$ cat src/kab_pkg.sv
// Shared types, constants and the control store for the keyed amount buffer.
// Every other file of the block imports this package; it depends on nothing.
`default_nettype none

package kab_pkg;

   localparam int SLOTS     = 8;
   localparam int KEY_BITS  = 8;
   localparam int REQ_KEY_W = 8;
   localparam int REQ_AMT_W = 16;
   localparam int AMT_W     = 24;
   localparam int IDX_W     = (SLOTS > 1) ? $clog2(SLOTS) : 1;
   localparam int SPAN_W    = IDX_W + 1;
   localparam int PC_W      = 3;

   localparam logic [AMT_W-1:0] AMT_MAX = '1;

   typedef enum logic [1:0] {
      OP_ADD    = 2'd0,
      OP_REMOVE = 2'd1,
      OP_TAKE   = 2'd2,
      OP_COUNT  = 2'd3
   } op_type;

   typedef enum logic [2:0] {
      ST_OK      = 3'd0,
      ST_IGNORED = 3'd1,
      ST_FULL    = 3'd2,
      ST_ABSENT  = 3'd3,
      ST_SHORT   = 3'd4,
      ST_SAT     = 3'd5
   } status_type;

   // Datapath action selected by the current control word.
   typedef enum logic [4:0] {
      ACT_FETCH = 5'b00001,
      ACT_SCAN  = 5'b00010,
      ACT_EXEC  = 5'b00100,
      ACT_TRIM  = 5'b01000,
      ACT_EMIT  = 5'b10000
   } act_type;

   // Branch condition tested at the end of a step.
   typedef enum logic [4:0] {
      C_REQ_TAKEN   = 5'b00001,
      C_SCAN_LAST   = 5'b00010,
      C_TRIM_NEEDED = 5'b00100,
      C_TRIM_MORE   = 5'b01000,
      C_OUT_FREE    = 5'b10000
   } cond_type;

   localparam logic [PC_W-1:0] PC_FETCH = 3'd0;
   localparam logic [PC_W-1:0] PC_SCAN  = 3'd1;
   localparam logic [PC_W-1:0] PC_EXEC  = 3'd2;
   localparam logic [PC_W-1:0] PC_TRIM  = 3'd3;
   localparam logic [PC_W-1:0] PC_EMIT  = 3'd4;

   typedef struct packed {
      act_type          act;
      cond_type         cond;
      logic [PC_W-1:0]  tgt_true;
      logic [PC_W-1:0]  tgt_false;
   } uword_type;

   // Condition flags reported by the datapath to the sequencer.
   typedef struct packed {
      logic req_taken;
      logic scan_last;
      logic trim_needed;
      logic trim_more;
      logic out_free;
   } dp_flags_type;

   // Control store: one word per step, next step chosen by the condition.
   function automatic uword_type ucode_rom(input logic [PC_W-1:0] pc);
      uword_type w;
      unique case (pc)
         PC_FETCH: w = '{ACT_FETCH, C_REQ_TAKEN,   PC_SCAN,  PC_FETCH};
         PC_SCAN:  w = '{ACT_SCAN,  C_SCAN_LAST,   PC_EXEC,  PC_SCAN};
         PC_EXEC:  w = '{ACT_EXEC,  C_TRIM_NEEDED, PC_TRIM,  PC_EMIT};
         PC_TRIM:  w = '{ACT_TRIM,  C_TRIM_MORE,   PC_TRIM,  PC_EMIT};
         PC_EMIT:  w = '{ACT_EMIT,  C_OUT_FREE,    PC_FETCH, PC_EMIT};
         default:  w = '{ACT_FETCH, C_REQ_TAKEN,   PC_SCAN,  PC_FETCH};
      endcase
      return w;
   endfunction

endpackage

`default_nettype wire

$ cat src/kab_useq.sv
// Microcode sequencer: step counter, control store lookup and branch select.
// Depends on kab_pkg for the control word, action and condition types.
`default_nettype none

module kab_useq import kab_pkg::*; (
   input  wire logic         clock,
   input  wire logic         reset,
   input  wire dp_flags_type flags,
   output act_type           act
);

   logic [PC_W-1:0] pc_ff, pc_in;
   uword_type       word;
   logic            cond_hit;

   assign word = ucode_rom(pc_ff);
   assign act  = word.act;

   always_comb begin
      unique case (word.cond)
         C_REQ_TAKEN:   cond_hit = flags.req_taken;
         C_SCAN_LAST:   cond_hit = flags.scan_last;
         C_TRIM_NEEDED: cond_hit = flags.trim_needed;
         C_TRIM_MORE:   cond_hit = flags.trim_more;
         C_OUT_FREE:    cond_hit = flags.out_free;
         default:       cond_hit = 1'b0;
      endcase
      pc_in = cond_hit ? word.tgt_true : word.tgt_false;
   end

   always_ff @(posedge clock) begin
      if (reset) begin
         pc_ff <= PC_FETCH;
      end else begin
         pc_ff <= pc_in;
      end
   end

endmodule

`default_nettype wire

$ cat config.mk
export PLATFORM = sky130hd
export DESIGN_NAME = kab_useq
export DESIGN_NICKNAME = d
export VERILOG_FILES = /design/src/kab_pkg.sv /design/src/kab_useq.sv
export SDC_FILE = /design/constraint.sdc
export NUM_CORES = 1
export LEC_CHECK = 0
export ABC_AREA = 0
export BUFFER_PORTS_ARGS = -buffer_cell sky130_fd_sc_hd__buf_2
export CORE_AREA = 2 2 39 41
export CTS_CLUSTER_DIAMETER = 40
export DETAILED_ROUTE_END_ITERATION = 10
export DIE_AREA = 0 0 41 43
export GPL_TIMING_DRIVEN = 0
export PLACE_DENSITY = 0.35
export SLEW_MARGIN = 10
export SYNTH_ARGS = -nofsm -noshare
export SYNTH_HDL_FRONTEND = slang
export SYNTH_SLANG_ARGS = --single-unit
export TNS_END_PERCENT = 10
$ cat constraint.sdc
create_clock -name clock -period 1.3 [get_ports clock]
set_input_delay 0.065 -clock clock [delete_from_list [all_inputs] [get_ports clock]]
set_output_delay 0.065 -clock clock [all_outputs]
set_load 0.02 [all_outputs]
Word level (Yosys, flattened, before mapping) --
Cells that the tools add are included.
Storage, ports and cells: flip-flop bits (word level) 3, input bits 7, output and inout port bits 5, logic and storage cells 13
Cells by class: equal/unequal tests 9, muxes and demuxes 3
Operators with widths (count):
- one-hot mux 16 bit (4 select lines) | 1
- == test 3 x 2 -> 1 bit, second input constant | 2
- == test 5 x 1 -> 1 bit, second input constant | 1
- == test 5 x 2 -> 1 bit, second input constant | 1
- == test 5 x 3 -> 1 bit, second input constant | 1
- == test 5 x 4 -> 1 bit, second input constant | 1
- == test 5 bit, second input constant | 1
- one-hot mux 1 bit (5 select lines) | 1
- == test 3 x 1 -> 1 bit, second input constant | 1
- == test 3 bit, second input constant | 1
- two-way mux 3 bit | 1

Depth between registers and ports, before layout --
depth in word-level cells 5, depth in mapped cells 4, depth with buffers taken out 3

Worst setup path before layout --
OpenSTA, ideal clock, no wires.
kind register -> register, from register pc_ff[0], to register pc_ff[0], setup time 0.116 ns, arrival 0.854 ns, data required time 1.184 ns, path slack 0.331 ns, cell stages (with the launch flop) 5, path buffers 1, period minus slack after synthesis 0.969 ns, cell sequence dfxtp_1 buf_6 mux2i_1 nand3b_1 and3_1
Between the ends: word-level cells in the longest chain between the ends 5, elaborated cells between the ends (all ways) 12, classes of those cells eq/ne: 9; mux: 3
RTL lines:
- from (decl) | RTL line kab_useq.sv:12 | logic [PC_W-1:0] pc_ff, pc_in;
- from (signal assigned) | RTL line kab_useq.sv:35 | pc_ff <= pc_in;
- == test 3 bit, or another cell as far along | RTL line kab_pkg.sv:77 | unique case (pc)
- one-hot mux 16 bit (4 select lines) (*) | RTL line kab_pkg.sv:77
- == test 5 bit, or another cell as far along | RTL line kab_useq.sv:20 | unique case (word.cond)
- one-hot mux 1 bit (5 select lines) | RTL line kab_useq.sv:20
- two-way mux 3 bit (*) | RTL line kab_useq.sv:28 | pc_in = cond_hit ? word.tgt_true : word.tgt_false;
Mark *: on every way between the ends. The rest lies on a longest branch, timed or not. A chain may end at the register's enable or synchronous reset.

==> impl_metrics.tcl <==
set metrics [dict create \
    reg.largest.list "pc_ff x3" \
    ff_latch_area_um2 60.1 \
    hold_depth 2 \
    ant_nets 0 \
    wl_um 529 \
    cp-start-kind "flip-flop" \
    drive_gt1_share_pct 62.2 \
    worst_slack_ns 0.0610 \
    ys_ff_latch 3 \
    antenna_found_initial 0 \
    fillCellCount 149 \
    ys_warn_count 0 \
    fin_crit_ns 1.24 \
    p_comb_share_pct 33.7 \
    die_h_um 43 \
    min_from "reset" \
    grt_pass1_wl_um 807 \
    ys_seq_area_share_pct 24.0 \
    num_io_pins 12 \
    status "completed" \
    portBuffers 11 \
    drt-wirelength-per-cell_um 8.67 \
    worst_pin_slew_ns 0.178 \
    syn_inst 30 \
    hold_ws_ns 0.0364 \
    cpPeakStageDelay_ns 0.30 \
    post-cts-setup-buffers 0 \
    core-area_um2 1380 \
    cts-buffers-inserted 3 \
    syn_to_final_growth_pct 53.5 \
    drv_slew 0 \
    cts_sinks 3 \
    ff2ff_setup_slack_ns 0.23 \
    drt_iter0_drc 2 \
    vias 238 \
    p_clk_share_pct 40.5 \
    finalHoldViolCount 0 \
    final.setup_skew_ns 0.00221 \
    multi_input_area_um2 146 \
    synthDominantCellAreaShare_pct 24.0 \
    arrival_ns 1.17 \
    cp.required_ns 1.24 \
    track_usage_pct 7.21 \
    path_buf_inv 3 \
    syn-cell-area_um2 250 \
    crit_top_cell "buf_4" \
    diodes 0 \
    synth_flop_cell "dfxtp_1" \
    worstPathMaxFanout 9 \
    max_cap_viol_count 0 \
    dr.pass1.iters 3 \
    synthArstFlopShare_pct 0 \
    grt_max_degree 10 \
    synth_edf_count 0 \
    p_leak_nw 0.186 \
    cts_hold_buffers 0 \
    synth_nets 37 \
    rows 14 \
    path_class "reg -> out" \
    timing.setup.tns_ns 0 \
    clk_pin_slew_worst_paths_ns 0.03 \
    max_freq_mhz 807 \
    synthTopCellsByCount "buf_4 (5), dfxtp_1 (3)" \
    min_to "pc_ff[1]" \
    root_buffer "clkbuf_4" \
    power.density_nw_per_um2 1030 \
    htreeDepth 1 \
    clk_path_buf_depth 2 \
    ir_drop_mv 0.423 \
    post-synth-top-area-cell "dfxtp_1" \
    syn_avg_cell_area_um2 8.34 \
    slew_headroom_pct 87.8 \
    synth.top_cells.by_area "dfxtp_1 (24%), buf_4 (15%), mux2i_1 (8.0%), nand3b_1 (6.0%), nor3b_2 (5.0%)" \
    drc 0 \
    dieArea_um2 1760 \
    fin_util_pct 27.8 \
    setup_viol 0 \
    r2r_start "pc_ff[0]" \
    synth_cell_type_count 19 \
    vias_per_cell 3.90 \
    cts_tree "yes" \
    rsz0062_at_grt "false" \
    path_cells "buf_6 -> nor2_4 -> xor2_1 -> buf_4 -> buf_4" \
    grt_pass1_vias 215 \
    regToRegEndpoint "pc_ff[0]" \
    regMostFlops "pc_ff" \
    nNetsFinal 53 \
    path_delay_family "buffers and inverters" \
    hpwl_um 389 \
    intPower_mw 0.286 \
    worstSetupEndpointType "output pin" \
    reg2regPathDepth 4 \
    yosysMostFrequentCell "buf_4" \
    preCtsSetupSlack_ns 0.170 \
    grt.overflow.total 0 \
    pwr-share-seq_pct 25.8 \
    hp-class "in -> reg" \
    start_util_pct 18.1 \
    largest_register_ffs 3 \
    p_sw_mw 0.109 \
    slowest_stage "dfxtp_1" \
    gp_congestion 0.602 \
    swShare_pct 27.7 \
    period_share_pct 95.3 \
    fin_total_pwr_mw 0.395 \
    clock_latency_ns 0.23 \
    die-width_um 41 \
]
cells in the final DEF (no fill, tap or decap):
master / Yosys / routed
nand2_1: 1 / 1
nor2_4: 0 / 1
clkbuf_4: 0 / 3
and3_1: 1 / 1
nor3_1: 1 / 1
clkbuf_1: 0 / 1
xor2_1: 1 / 1
a31oi_1: 1 / 1
buf_2: 2 / 9
nor2_2: 0 / 1
dfxtp_1: 3 / 3
buf_4: 5 / 7
and3b_2: 1 / 1
buf_6: 1 / 3
a21oi_1: 2 / 2
and2_2: 1 / 1
nor3b_2: 1 / 2
nand3b_1: 2 / 2
and2_1: 1 / 1
mux2i_1: 2 / 2
o21ai_0: 1 / 1
power by group through the flow:
stage	Clock, mW	Combinational [mW]	Sequential [mW]
2_1_floorplan	0	0.0869	0.102
3_3_place_gp	0	0.115	0.102
3_5_place_dp	0	0.116	0.102
4_1_cts	0.169	0.127	0.102
5_1_grt	0.177	0.145	0.102
6_report	0.160	0.133	0.102
how the worst max path moves through the flow:
stage / to / from / cells after the start
6_report: act[0] / pc_ff[0] / 5
5_1_grt: act[0] / pc_ff[0] / 5
4_1_cts: act[0] / pc_ff[1] / 5
3_5_place_dp: act[0] / pc_ff[1] / 5
3_3_place_gp: act[0] / pc_ff[1] / 5
2_1_floorplan: pc_ff[0] / pc_ff[0] / 4
cell type report:
| type | instances | area share (%) |
|---|---|---|
| multi-input cells | 19 | 38.1 |
| plain buffers | 8 | 18.6 |
| flip-flops and latches | 3 | 15.6 |
| repair buffers | 11 | 15.6 |
| clock buffers | 4 | 6.84 |
| well taps | 16 | 5.21 |
repair_timing:
action                                  4_1_cts  5_1_grt
pin swaps                                     0        2
endpoints found under the setup margin        3        3
resized for setup                             5        5
gates cloned                                  0        0
kinds of logic (layout without fill, tap and decap cells):
kind of cell / after synthesis / in the layout / share of synthesized area, %
and+or+nand+nor: 12 / 12 / 32.5
buffers and inverters: 8 / 23 / 23.5
AOI/OAI and AO/OA: 4 / 4 / 8.50
DFF: 3 / 3 / 24.0
muxes: 2 / 2 / 8.00
xor gates and xnor gates: 1 / 1 / 3.50
routing by layer:
metal  wire (µm)  vias to the layer above  track usage (%)
li1            -                      126                -
met1         252                      103             8.63
met2         233                        9             8.44
met3          44                        0             4.71
met4           0                        0             6.00
met5           0                        -                0
stage by stage:
stage / cell area, µm² / std cells
2_1_floorplan: 250 / 30
3_5_place_dp: 325 / 57
5_1_grt: 384 / 61
3_3_place_gp: 325 / 57
6_report: 384 / 61
4_1_cts: 367 / 61
Power figures use the tool's default switching activity.
